==> src/rtl/core/ipdq_pkg.sv <==
// types, character constants and octet arithmetic for the dotted-quad recogniser
`timescale 1ns / 1ps
`default_nettype none

package ipdq_pkg;

    // character codes
    localparam logic [7:0] CH_NUL  = 8'h00;
    localparam logic [7:0] CH_ZERO = 8'h30;
    localparam logic [7:0] CH_NINE = 8'h39;
    localparam logic [7:0] CH_DOT  = 8'h2E;

    // octet accumulator saturation value
    localparam logic [8:0] OCTET_CAP = 9'd256;

    // index of the fourth field
    localparam logic [1:0] LAST_FIELD = 2'd3;

    typedef logic [8:0] octet_t;
    typedef logic [1:0] field_idx_t;

    // one result item
    typedef struct packed {
        logic        is_address;
        logic [31:0] address;
    } result_t;

    // accumulate one decimal digit, saturating at the cap
    function automatic octet_t next_octet(input octet_t cur, input logic [7:0] ch);
        logic [11:0] prod;
        logic [11:0] digit;
        logic [11:0] sum;
        begin
            prod  = {cur, 3'b000} + {2'b00, cur, 1'b0};
            digit = {4'h0, ch - CH_ZERO};
            sum   = prod + digit;
            next_octet = (sum > {3'b000, OCTET_CAP}) ? OCTET_CAP : sum[8:0];
        end
    endfunction

endpackage

`default_nettype wire

==> src/rtl/core/ipdq_scan.sv <==
// scan state for one string and the verdict formed on its terminator
`timescale 1ns / 1ps
`default_nettype none

module ipdq_scan
    import ipdq_pkg::*;
(
    input  wire logic       clk,
    input  wire logic       rst_n,
    input  wire logic       step,
    input  wire logic [7:0] char_code,
    output result_t         result
);

    field_idx_t field_idx_reg, field_idx_next;
    logic       started_reg, started_next;
    logic       stopped_reg, stopped_next;
    logic       rejected_reg, rejected_next;
    octet_t     octet_reg [4];
    octet_t     octet_next [4];

    logic is_dot;
    logic is_digit;
    logic ok;

    assign is_dot   = (char_code == CH_DOT);
    assign is_digit = (char_code >= CH_ZERO) && (char_code <= CH_NINE);

    // next scan state
    always_comb
    begin
        field_idx_next = field_idx_reg;
        started_next   = started_reg;
        stopped_next   = stopped_reg;
        rejected_next  = rejected_reg;
        for (int i = 0; i < 4; i++)
        begin
            octet_next[i] = octet_reg[i];
        end
        if (char_code == CH_NUL)
        begin
            field_idx_next = '0;
            started_next   = 1'b0;
            stopped_next   = 1'b0;
            rejected_next  = 1'b0;
            for (int i = 0; i < 4; i++)
            begin
                octet_next[i] = '0;
            end
        end
        else if (!stopped_reg && !rejected_reg)
        begin
            if (is_dot)
            begin
                if (field_idx_reg == LAST_FIELD)
                begin
                    rejected_next = 1'b1;
                end
                else
                begin
                    field_idx_next = field_idx_reg + 2'd1;
                    started_next   = 1'b0;
                end
            end
            else if (is_digit)
            begin
                octet_next[field_idx_reg] = next_octet(octet_reg[field_idx_reg], char_code);
                started_next = 1'b1;
            end
            else
            begin
                started_next = 1'b1;
                stopped_next = 1'b1;
            end
        end
    end

    // verdict on the current state
    always_comb
    begin
        ok = !rejected_reg && (field_idx_reg == LAST_FIELD) && started_reg
             && (octet_reg[0] != 9'd0) && !octet_reg[0][8]
             && !octet_reg[1][8] && !octet_reg[2][8] && !octet_reg[3][8];
        result.is_address = ok;
        result.address    = ok ? {octet_reg[0][7:0], octet_reg[1][7:0],
                                  octet_reg[2][7:0], octet_reg[3][7:0]} : 32'd0;
    end

    // state registers
    always_ff @(posedge clk or negedge rst_n)
    begin
        if (!rst_n)
        begin
            field_idx_reg <= '0;
            started_reg   <= 1'b0;
            stopped_reg   <= 1'b0;
            rejected_reg  <= 1'b0;
            for (int i = 0; i < 4; i++)
            begin
                octet_reg[i] <= '0;
            end
        end
        else if (step)
        begin
            field_idx_reg <= field_idx_next;
            started_reg   <= started_next;
            stopped_reg   <= stopped_next;
            rejected_reg  <= rejected_next;
            for (int i = 0; i < 4; i++)
            begin
                octet_reg[i] <= octet_next[i];
            end
        end
    end

    // a fifth field can only be opened from the fourth
    assert property (@(posedge clk) disable iff (!rst_n)
        rejected_reg |-> (field_idx_reg == LAST_FIELD))
        else $error("rejected outside the last field");

    // accumulators stay within the cap
    assert property (@(posedge clk) disable iff (!rst_n)
        (octet_reg[0] <= OCTET_CAP) && (octet_reg[1] <= OCTET_CAP)
        && (octet_reg[2] <= OCTET_CAP) && (octet_reg[3] <= OCTET_CAP))
        else $error("octet accumulator above cap");

    // a stopping character always marks the field present
    assert property (@(posedge clk) disable iff (!rst_n)
        stopped_reg |-> started_reg)
        else $error("scan stopped without field present");

endmodule

`default_nettype wire

==> src/rtl/core/ipdq_out_reg.sv <==
// result register holding one verdict until the master side takes it
`timescale 1ns / 1ps
`default_nettype none

module ipdq_out_reg
    import ipdq_pkg::*;
(
    input  wire logic        clk,
    input  wire logic        rst_n,
    input  wire logic        load,
    input  wire result_t     result,
    output logic             ready,
    output logic             m_tvalid,
    input  wire logic        m_tready,
    output logic [31:0]      m_tdata,
    output logic [0:0]       m_tuser
);

    logic    valid_reg;
    result_t data_reg;

    assign ready    = !valid_reg || m_tready;
    assign m_tvalid = valid_reg;
    assign m_tdata  = data_reg.address;
    assign m_tuser  = data_reg.is_address;

    // valid flag
    always_ff @(posedge clk or negedge rst_n)
    begin
        if (!rst_n)
        begin
            valid_reg <= 1'b0;
        end
        else if (ready)
        begin
            valid_reg <= load;
        end
    end

    // payload
    always_ff @(posedge clk)
    begin
        if (load && ready)
        begin
            data_reg <= result;
        end
    end

    // a load never lands on a waiting request
    assert property (@(posedge clk) disable iff (!rst_n)
        load |-> ready)
        else $error("result loaded while output stalled");

    // a rejected string carries a zero address
    assert property (@(posedge clk) disable iff (!rst_n)
        (valid_reg && !data_reg.is_address) |-> (data_reg.address == 32'd0))
        else $error("address not zero on rejected string");

    // a waiting request keeps its verdict
    assert property (@(posedge clk) disable iff (!rst_n)
        (valid_reg && !m_tready) |=> (valid_reg && $stable(data_reg)))
        else $error("stalled result changed");

endmodule

`default_nettype wire

==> src/rtl/core/ipv4_dotted_quad_recognizer.sv <==
// top level: input register, scan stage and result register
// path: an accepted terminator moves from the input register into the result register, which loads the scan verdict
// throughput: one character per cycle; the scan state update is a single stage
// stalls only when a terminator meets a result not yet taken
// reset: rst_n asynchronous active low clears scan state and both valid flags
`timescale 1ns / 1ps
`default_nettype none

module ipv4_dotted_quad_recognizer
    import ipdq_pkg::*;
(
    input  wire logic        clk,
    input  wire logic        rst_n,
    input  wire logic        s_tvalid,
    output logic             s_tready,
    input  wire logic [7:0]  s_tdata,   // char_code
    output logic             m_tvalid,
    input  wire logic        m_tready,
    output logic [31:0]      m_tdata,   // address
    output logic [0:0]       m_tuser    // is_address
);

    logic       in_valid_reg;
    logic [7:0] in_char_reg;
    logic       out_ready;
    logic       advance;
    logic       load;
    result_t    result;

    // the registered character moves on unless a terminator meets a full output
    assign advance  = in_valid_reg && ((in_char_reg != CH_NUL) || out_ready);
    assign load     = advance && (in_char_reg == CH_NUL);
    assign s_tready = !in_valid_reg || advance;

    // input register valid
    always_ff @(posedge clk or negedge rst_n)
    begin
        if (!rst_n)
        begin
            in_valid_reg <= 1'b0;
        end
        else if (s_tready)
        begin
            in_valid_reg <= s_tvalid;
        end
    end

    // input register payload
    always_ff @(posedge clk)
    begin
        if (s_tvalid && s_tready)
        begin
            in_char_reg <= s_tdata;
        end
    end

    // scan stage
    ipdq_scan u_scan (
        .clk       (clk),
        .rst_n     (rst_n),
        .step      (advance),
        .char_code (in_char_reg),
        .result    (result)
    );

    // result register
    ipdq_out_reg u_out (
        .clk      (clk),
        .rst_n    (rst_n),
        .load     (load),
        .result   (result),
        .ready    (out_ready),
        .m_tvalid (m_tvalid),
        .m_tready (m_tready),
        .m_tdata  (m_tdata),
        .m_tuser  (m_tuser)
    );

endmodule

`default_nettype wire

==> config.mk <==
export PLATFORM = sky130hd
export DESIGN_NAME = ipv4_dotted_quad_recognizer
export DESIGN_NICKNAME = d
export VERILOG_FILES = /design/src/rtl/core/ipdq_pkg.sv /design/src/rtl/core/ipdq_scan.sv /design/src/rtl/core/ipdq_out_reg.sv /design/src/rtl/core/ipv4_dotted_quad_recognizer.sv
export SDC_FILE = /design/constraint.sdc
export NUM_CORES = 1
export LEC_CHECK = 0
export ABC_AREA = 1
export BUFFER_PORTS_ARGS = -buffer_cell sky130_fd_sc_hd__buf_2
export CORE_ASPECT_RATIO = 1.4
export CORE_MARGIN = 1
export CORE_UTILIZATION = 59
export CTS_CLUSTER_SIZE = 28
export DETAILED_ROUTE_END_ITERATION = 6
export GPL_TIMING_DRIVEN = 0
export PLACE_DENSITY = 0.8
export SYNTH_ARGS = -nofsm -noshare
export SYNTH_HDL_FRONTEND = slang
export SYNTH_HIERARCHICAL = 1
export SYNTH_SLANG_ARGS = --single-unit
==> constraint.sdc <==
create_clock -name clk -period 4 [get_ports clk]
set_input_delay 0.6 -clock clk [delete_from_list [all_inputs] [get_ports clk]]
set_output_delay 0.6 -clock clk [all_outputs]
set_load 0.02 [all_outputs]
Yosys cells after proc, flatten, opt, wreduce, memory -nomap -nowiden
Index checks and enable logic that the tools add are counted.
- eq/ne operators: 6
- magnitude comparators: 5
- multiplexer cells: 27
- add/subtract/negate cells: 4
- bitwise logic cells: 1
- reduce and logical (&&, ||, !) cells: 37
- operator list (cell ; count):
    36-bit 2-to-1 mux ; 4
    36-bit bitwise mux ; 1
    9-bit 2-to-1 mux ; 4
    9-bit binary-select mux with 2-bit select ; 1
    9-bit demux with 2-bit select ; 1
    4-bit AND reduction ; 4
    1-bit logical AND ; 14
    12-bit by 10-bit adder with 12-bit output ; 1
    12-bit by 8-bit adder with 12-bit output ; 1
    12-bit by 9-bit greater-than comparator with 1-bit output, second input constant ; 1
    1-bit 2-to-1 mux ; 12
    9-bit nonzero test ; 1
    8-bit by 6-bit == test with 1-bit output, second input constant ; 1
    8-bit by 6-bit greater-or-equal comparator with 1-bit output, second input constant ; 1
    8-bit by 6-bit <= comparator with 1-bit output, second input constant ; 1
    1-bit zero test ; 8
    8-bit zero test ; 1
    2-bit 2-to-1 mux ; 4
    2-bit nonzero test ; 4
    8-bit nonzero test ; 1
    8-bit by 6-bit subtractor with 8-bit output, second input constant ; 1
    2-bit inequality test, second input constant ; 3
    3-bit greater-or-equal comparator, second input constant ; 1
    1-bit logical OR ; 3
    6 further kinds ; 6
- bits in registers: 84
- input port bits: 12

Logic depth before layout (Yosys ltp)
Gate-level depths: netlist of run 1.
- depth in word-level cells: 13
- gate-level depth with buffers: 21

Hierarchy
The synthesis of run 1 kept the hierarchy.
- modules (own cells, without submodules) (module ; area an instance (µm²) ; cells an instance ; times used ; seq. area each (µm²)):
    ipdq_scan ; 3286.9 ; 442 ; 1 ; 1026.0
    ipdq_out_reg ; 1036.0 ; 39 ; 1 ; 1016.0
    ipv4_dotted_quad_recognizer ; 339.1 ; 25 ; 1 ; 265.3

Least setup slack after synthesis of run 1
OpenSTA, ideal clock, no wires.
- path kind: register to register
- from: reg u_scan.field_idx_reg[0]
- to: reg u_scan/octet_reg[18] in the netlist's numbering
- data required time: 3.876 ns
- path slack: 0.711 ns
- data arrival time: 3.164 ns
- buffers on the path: 3
- library setup time: 0.124 ns
- cell stages (with the launch flop): 19
- period minus slack after synthesis: 3.289 ns
- cells stage by stage: dfrtp_1 > buf_2 > inv_1 > clkbuf_1 > buf_2 > a21oi_1 > a21oi_1 > fa_1 > ha_1 > nand2_1 > nand2_1 > a21oi_1 > nand2_1 > nand2_1 > nand2_1 > nand2_2 > clkinv_1 > nand4_1 > o21bai_1
- cells in the longest elaborated chain, start to end: 13
- elaborated cells between the ends (all ways): 18
- classes of those cells: add/sub: 2; order compare: 3; mux: 11; bitwise: 1; reduce/logical: 1
- RTL lines (item ; line ; source):
    from (decl) ; ipdq_scan.sv:15 ; field_idx_t field_idx_reg, field_idx_next;
    from (signal assigned) ; ipdq_scan.sv:105 ; field_idx_reg <= field_idx_next;
    2-bit inverter with 3-bit output (not written as such) * ; ipdq_scan.sv:67 ; octet_next[field_idx_reg] = next_octet(octet_reg[field_idx_reg], char_code);
    9-bit binary-select mux with 2-bit select ; ipdq_scan.sv:67 ;
    9-bit 2-to-1 mux (not written as such) (2 in series) ; ipdq_scan.sv:67 ;
    12-bit by 10-bit adder with 12-bit output ; ipdq_pkg.sv:34 ; prod = {cur, 3'b000} + {2'b00, cur, 1'b0};
    12-bit by 8-bit adder with 12-bit output ; ipdq_pkg.sv:36 ; sum = prod + digit;
    12-bit by 9-bit greater-than comparator with 1-bit output ; ipdq_pkg.sv:37 ; next_octet = (sum > {3'b000, OCTET_CAP}) ? OCTET_CAP : sum[8:0];
    9-bit 2-to-1 mux ; ipdq_pkg.sv:37 ;
    36-bit bitwise mux * ; ipdq_scan.sv:67 ;
    36-bit 2-to-1 mux * ; ipdq_scan.sv:65 ; else if (is_digit)
    36-bit 2-to-1 mux * ; ipdq_scan.sv:53 ; if (is_dot)
    36-bit 2-to-1 mux * ; ipdq_scan.sv:51 ; else if (!stopped_reg && !rejected_reg)
    36-bit 2-to-1 mux * ; ipdq_scan.sv:40 ; if (char_code == CH_NUL)
    to (signal, indexed assignment) ; ipdq_scan.sv:111 ; octet_reg[i] <= octet_next[i];
    to (decl) ; ipdq_scan.sv:19 ; octet_t octet_reg [4];
Mark *: on every way between the ends. The rest lies on a longest branch, timed or not. The select of a mux whose other input is x is not followed.
A chain may end at the register's enable or synchronous reset.

Worst setup path in the final report of run 1
- from: reg u_scan.field_idx_reg[0]
- to: reg u_scan/octet_reg[16] in the netlist's numbering
The elaborated chain is that of the path after synthesis.

==> flow_summary.json, run 1 <==
{
  "fp-row-count": 38,
  "fin_hold_ws_ns": 0.388,
  "final_nets": 606,
  "route.vias.total": 3697,
  "final_common_cell": "nor2_1",
  "grt_max_degree": 44,
  "io_pins": 47,
  "fin_cells": 673,
  "path_clk_slew_ns": 0.08,
  "path_max_fanout": 10,
  "clock_latency_ns": 0.36,
  "drv_slew": 0,
  "cts_tree": "built",
  "largest_register_ffs": 36,
  "powerDensity_nw_per_um2": 727,
  "outcome": "completed",
  "critPathKind": "reg2reg",
  "postRouteWirelength_um": 10100,
  "gr-usage-all-layers": 0.264,
  "total_leakage_power_nw": 2.57,
  "min_period_ns": 3.79,
  "synthCells": 506,
  "drive_gt1_frac": 0.182,
  "synth_ff_type": "dfrtp_1",
  "power_w": 0.00385,
  "cts_num_sinks": 84,
  "num-fill-cells": 632,
  "area_growth_pct": 13.6,
  "max_freq_ghz": 0.264,
  "grt_pass1_wl_um": 16400,
  "yosysWarnings": 6,
  "dr.pass1.iters": 6,
  "wl_per_cell_um": 15.0,
  "finalWeightedCongestion": 0.847,
  "ys_seq_area_frac": 0.495,
  "hold_path.class": "in2async",
  "first_global_vias": 3568,
  "ys_types": 40,
  "crit_arrival_ns": 4.02,
  "dieArea_um2": 8270,
  "root_buffer": "clkbuf_8",
  "setup_viol": 0,
  "fin_skew_ns": 0.0118,
  "maxCapViolCount": 0,
  "yosys_register_bits": 84,
  "dp_slack_ns": -0.225,
  "netlist_area_um2": 4660,
  "endpoint_kind": "flip-flop",
  "critPathTopFamily": "buffers and inverters",
  "cp_cell_sequence": "clkbuf_4 -> buf_2 -> a21oi_1 -> a32oi_1 -> inv_1 -> fa_1 -> inv_1 -> ha_1 -> nand2_2 -> inv_1 -> a21oi_1 -> nand2_1 -> nand2_1 -> nand2_1 -> nand2_2 -> clkinv_1 -> nand4_1 -> buf_4 -> o21bai_1",
  "critPathLaunchType": "flip-flop",
  "worst-path-buf-inv": 7,
  "dp.cells": 653,
  "die_h_um": 107,
  "viasPerCell": 5.49,
  "worst_pin_slew_ns": 0.962,
  "slew_headroom": 0.359,
  "numCtsBuffers": 9,
  "cts_buffer_depth": 2,
  "ir_worst_vdd_mv": 0.881,
  "ant_nets": 0,
  "drc": 0,
  "syn-num-nets": 544,
  "cp_slowest_cell": "fa_1",
  "hold_viol": 0,
  "max_stage_delay_ns": 0.54,
  "hpwl_um": 7530,
  "layout_setup_ws_ns": 0.212,
  "antenna_cells": 0,
  "die_w_um": 77.1,
  "port-buffer-count": 46,
  "initial_core_util": 0.605,
  "required_ns": 4.23,
  "htreeDepth": 3,
  "core_area_um2": 7700,
  "drt_iter0_drc": 341,
  "final_cell_mix": "nor2_1, inv_1, nand2_1",
  "synth_edf_count": 41,
  "fin_tns_setup_ns": 0,
  "antenna_found_initial": 0,
  "period_share": 0.947,
  "avgSynthCellArea_um2": 9.21,
  "gr-total-overflow": 0,
  "async_flop_share": 0.512
}
-- logic make-up (layout without fill, tap and decap cells) --
logic type,Yosys count,in the layout,share of synthesized area
xor gates and xnor gates,4,4,0.00913
adders and majority gates,26,26,0.0794
buffers and inverters,95,162,0.0784
and+or+nand+nor,217,217,0.228
DFF,84,84,0.495
AOI/OAI and AO/OA,80,80,0.110
-- what timing repair did --
action                                  in CTS  in global routing
resized for setup                            4                  4
endpoints found under the setup margin      36                 33
hold buffers                                 0                  0
pin swaps                                    0                  2
buffers inserted                             0                  5
-- path summary, 6_finish.rpt --
kind | cells after the start | end | start | slack (ns)
max | 19 | u_scan/octet_reg[16] | u_scan/field_idx_reg[0] | 0.21
min reg2reg | 2 | u_scan/stopped_reg | u_scan/stopped_reg | 0.54
min in group clk | 1 | in_char_reg[2] | s_tdata[2] | 0.41
max reg2reg | 19 | u_scan/octet_reg[16] | u_scan/field_idx_reg[0] | 0.21
max in group asynchronous | 1 | u_scan/octet_reg[21] | rst_n | 3.00
min | 1 | in_valid_reg | rst_n | 0.39
-- metrics by stage --
step	instance area, um2	utilization
after floorplan	4660	-
after detailed placement	5050	0.655
after global placement	5020	0.651
after CTS	5240	0.681
after global routing	5300	0.688
final	5300	0.688
-- metal layers --
metal	up-vias	GRT usage	wire [um]
met3	43	0.0528	538
met4	0	0.178	655
met5	-	0	0
met2	136	0.470	5210
met1	1753	0.277	3670
li1	1765	-	-
-- report_power, final --
group / leakage (nW) / switching, W / internal [W] / total, W
Sequential: 0.810 / 0.0000433 / 0.00104 / 0.00108
Clock: 0.0951 / 0.000286 / 0.000304 / 0.000589
Combinational: 1.67 / 0.00144 / 0.000745 / 0.00218
-- cell type report --
type                    count  area, um2  area share
clock inverters             3       38.8     0.00732
multi-input cells         327       2020       0.380
repair buffers             52        288      0.0543
flip-flops and latches     84       2310       0.436
plain buffers               8       41.3     0.00779
inverters                  86        333      0.0628
clock buffers              13        149      0.0281
well taps                 100        125      0.0236
-- cells in the mapped netlist, types with 2 or more instances --
library cell,number,share of area
inv_1,82,0.066
nor2_1,91,0.073
dfrtp_1,43,0.23
nand2_2,5,0.0067
o21ai_0,15,0.016
nand2_1,73,0.059
fa_1,6,0.026
xnor2_1,2,0.0038
buf_2,2,0.0021
nor2_8,4,0.017
nand3_1,14,0.015
clkinv_1,2,0.0016
a32oi_1,4,0.0075
o21ai_1,3,0.0032
clkbuf_1,5,0.0040
o21bai_1,32,0.052
o21ai_2,2,0.0038
nand4_1,10,0.013
nand3_2,6,0.013
nor3_2,2,0.0043
nor2_2,2,0.0027
nor4_1,3,0.0040
ha_1,20,0.054
edfxtp_1,41,0.26
nand3b_1,2,0.0032
a21oi_1,21,0.023
(Power assumes the default switching activity.)
==> run 2: changes to the inputs <==
- CORE_UTILIZATION: 59 -> 60
- CTS_BUF_LIST: not set -> sky130_fd_sc_hd__clkbuf_4 sky130_fd_sc_hd__clkbuf_8
- PLACE_DENSITY: 0.8 -> 0.81
==> flow_summary.json, run 2 (synthesis gave the netlist of run 1 again) <==
{
  "gr-total-overflow": 0,
  "max_stage_delay_ns": 0.52,
  "critPathKind": "reg2reg",
  "largest_register_ffs": 36,
  "grt_pass1_wl_um": 17000,
  "drt_iter0_drc": 313,
  "port-buffer-count": 46,
  "postCtsHoldBufs": 0,
  "drv_slew": 0,
  "viasPerCell": 5.47,
  "fin_cells": 673,
  "r2r_end": "u_scan/octet_reg[7]",
  "dieArea_um2": 8130,
  "crit_arrival_ns": 4.03,
  "multiInputGateArea_um2": 2020,
  "drive_gt1_frac": 0.194,
  "outcome": "completed",
  "cts_buffer_depth": 2,
  "critPathTopFamily": "buffers and inverters",
  "cp_slowest_cell": "fa_1",
  "reg2reg_from": "u_scan/field_idx_reg[0]",
  "met3_usage": 0.0369,
  "io_pins": 47,
  "cts_num_sinks": 84,
  "num-fill-cells": 554,
  "cp_common_cell": "nand2_1",
  "first_global_vias": 3641,
  "powerDensity_nw_per_um2": 734,
  "hold_path.class": "in2async",
  "numCtsBuffers": 9,
  "final_nets": 609,
  "gr-usage-all-layers": 0.274,
  "period_share": 0.949,
  "fp-row-count": 37,
  "gr-max-usage-layer": "met2",
  "worst_pin_slew_ns": 0.965,
  "ff_latch_area_um2": 2310,
  "r2r_cells": 18,
  "ant_nets": 0,
  "max_freq_ghz": 0.264,
  "final_common_cell": "nor2_1",
  "slew_headroom": 0.356,
  "setup_viol": 0,
  "die_w_um": 76.5,
  "final_cell_mix": "nor2_1, inv_1, nand2_1",
  "endpoint_kind": "flip-flop",
  "worst-path-buf-inv": 6,
  "required_ns": 4.24,
  "die_h_um": 106,
  "r2r_slack_ns": 0.21,
  "grt_max_degree": 44,
  "finalWeightedCongestion": 0.877,
  "htreeDepth": 3,
  "min_period_ns": 3.79,
  "ir_worst_vdd_mv": 0.918,
  "antenna_found_initial": 0,
  "hold_viol": 0,
  "initial_core_util": 0.625,
  "power_w": 0.00393,
  "path_clk_slew_ns": 0.08,
  "root_buffer": "clkbuf_8",
  "postRouteWirelength_um": 10200,
  "clock_latency_ns": 0.37,
  "cp_cell_sequence": "buf_2 -> buf_2 -> nand2_1 -> a32oi_2 -> inv_1 -> fa_1 -> fa_1 -> inv_1 -> nand3_1 -> nand2_1 -> nand2_1 -> nand3b_1 -> nand2_1 -> nand2_2 -> clkinv_1 -> nand4_1 -> buf_4 -> o21bai_1",
  "dr.pass1.iters": 5,
  "cp-startpoint": "u_scan/field_idx_reg[0]",
  "drc": 0,
  "dp.cells": 650,
  "postLayoutCoreUtil": 0.718,
  "antenna_cells": 0,
  "fin_skew_ns": 0.00696,
  "path_max_fanout": 11,
  "total_leakage_power_nw": 2.59,
  "route.vias.total": 3680,
  "maxCapViolCount": 0,
  "critPathLaunchType": "flip-flop",
  "wl_per_cell_um": 15.1,
  "cts_tree": "built",
  "use_met2": 0.478,
  "area_growth_pct": 14.8,
  "use_met1": 0.314,
  "hpwl_um": 7560,
  "core_area_um2": 7450
}
-- run 2: cell types whose count changed in the layout (fill, tap and decap cells not counted), sizes merged --
cell      delta
buf          +4
bufinv       +1
clkbuf       -5
clkinvlp     +3
-- run 2: worst max-delay path by stage --
stage	cells past startpoint	slack, ns	endpoint
after floorplan	18	0.71	u_scan/octet_reg[18]
after global placement	18	-0.07	u_scan/octet_reg[16]
after detailed placement	18	-0.16	u_scan/octet_reg[7]
after CTS	16	0.05	u_scan/octet_reg[7]
after global routing	17	-0.05	u_scan/octet_reg[22]
final	18	0.21	u_scan/octet_reg[7]
-- run 2: what timing repair did --
action | in CTS | in global routing
resized for setup | 3 | 6
setup buffers | 0 | 7
gates cloned | 0 | 1
pin swaps | 0 | 3
endpoints found under the setup margin | 32 | 35
-- run 2: cell type report --
cell class | count | area share
timing repair buffer | 54 | 0.0566
multi-input combinational | 327 | 0.378
timing repair inverter | 1 | 0.000935
tap | 97 | 0.0227
inverter | 86 | 0.0622
sequential | 84 | 0.431
buffer | 8 | 0.00725
clock buffer | 10 | 0.0245
clock inverter | 6 | 0.0166
-- run 2: per-stage QoR --
step / cell area [um2] / setup slack [ns] / hold slack [ns] / TNS (ns)
2_1_floorplan: 4660 / 0.711 / 0.304 / 0
4_1_cts: 5270 / 0.0516 / 0.388 / 0
3_3_place_gp: 5010 / -0.0737 / 0.493 / -0.615
5_1_grt: 5350 / -0.0482 / 0.393 / -0.146
6_report: 5350 / 0.206 / 0.380 / 0
3_5_place_dp: 5040 / -0.160 / 0.514 / -2.41
-- run 2: metal layers --
metal	part of all wire	vias up	wire length, um
met2	0.52	126	5320
met5	0	-	0
met3	0.051	34	521
li1	-	1768	-
met1	0.38	1752	3900
met4	0.045	0	454
-- run 2: power breakdown --
part           switching, W  leakage (nW)  internal (W)
registers         0.0000434         0.810       0.00104
logic               0.00143          1.68      0.000753
clock network      0.000305         0.106      0.000358
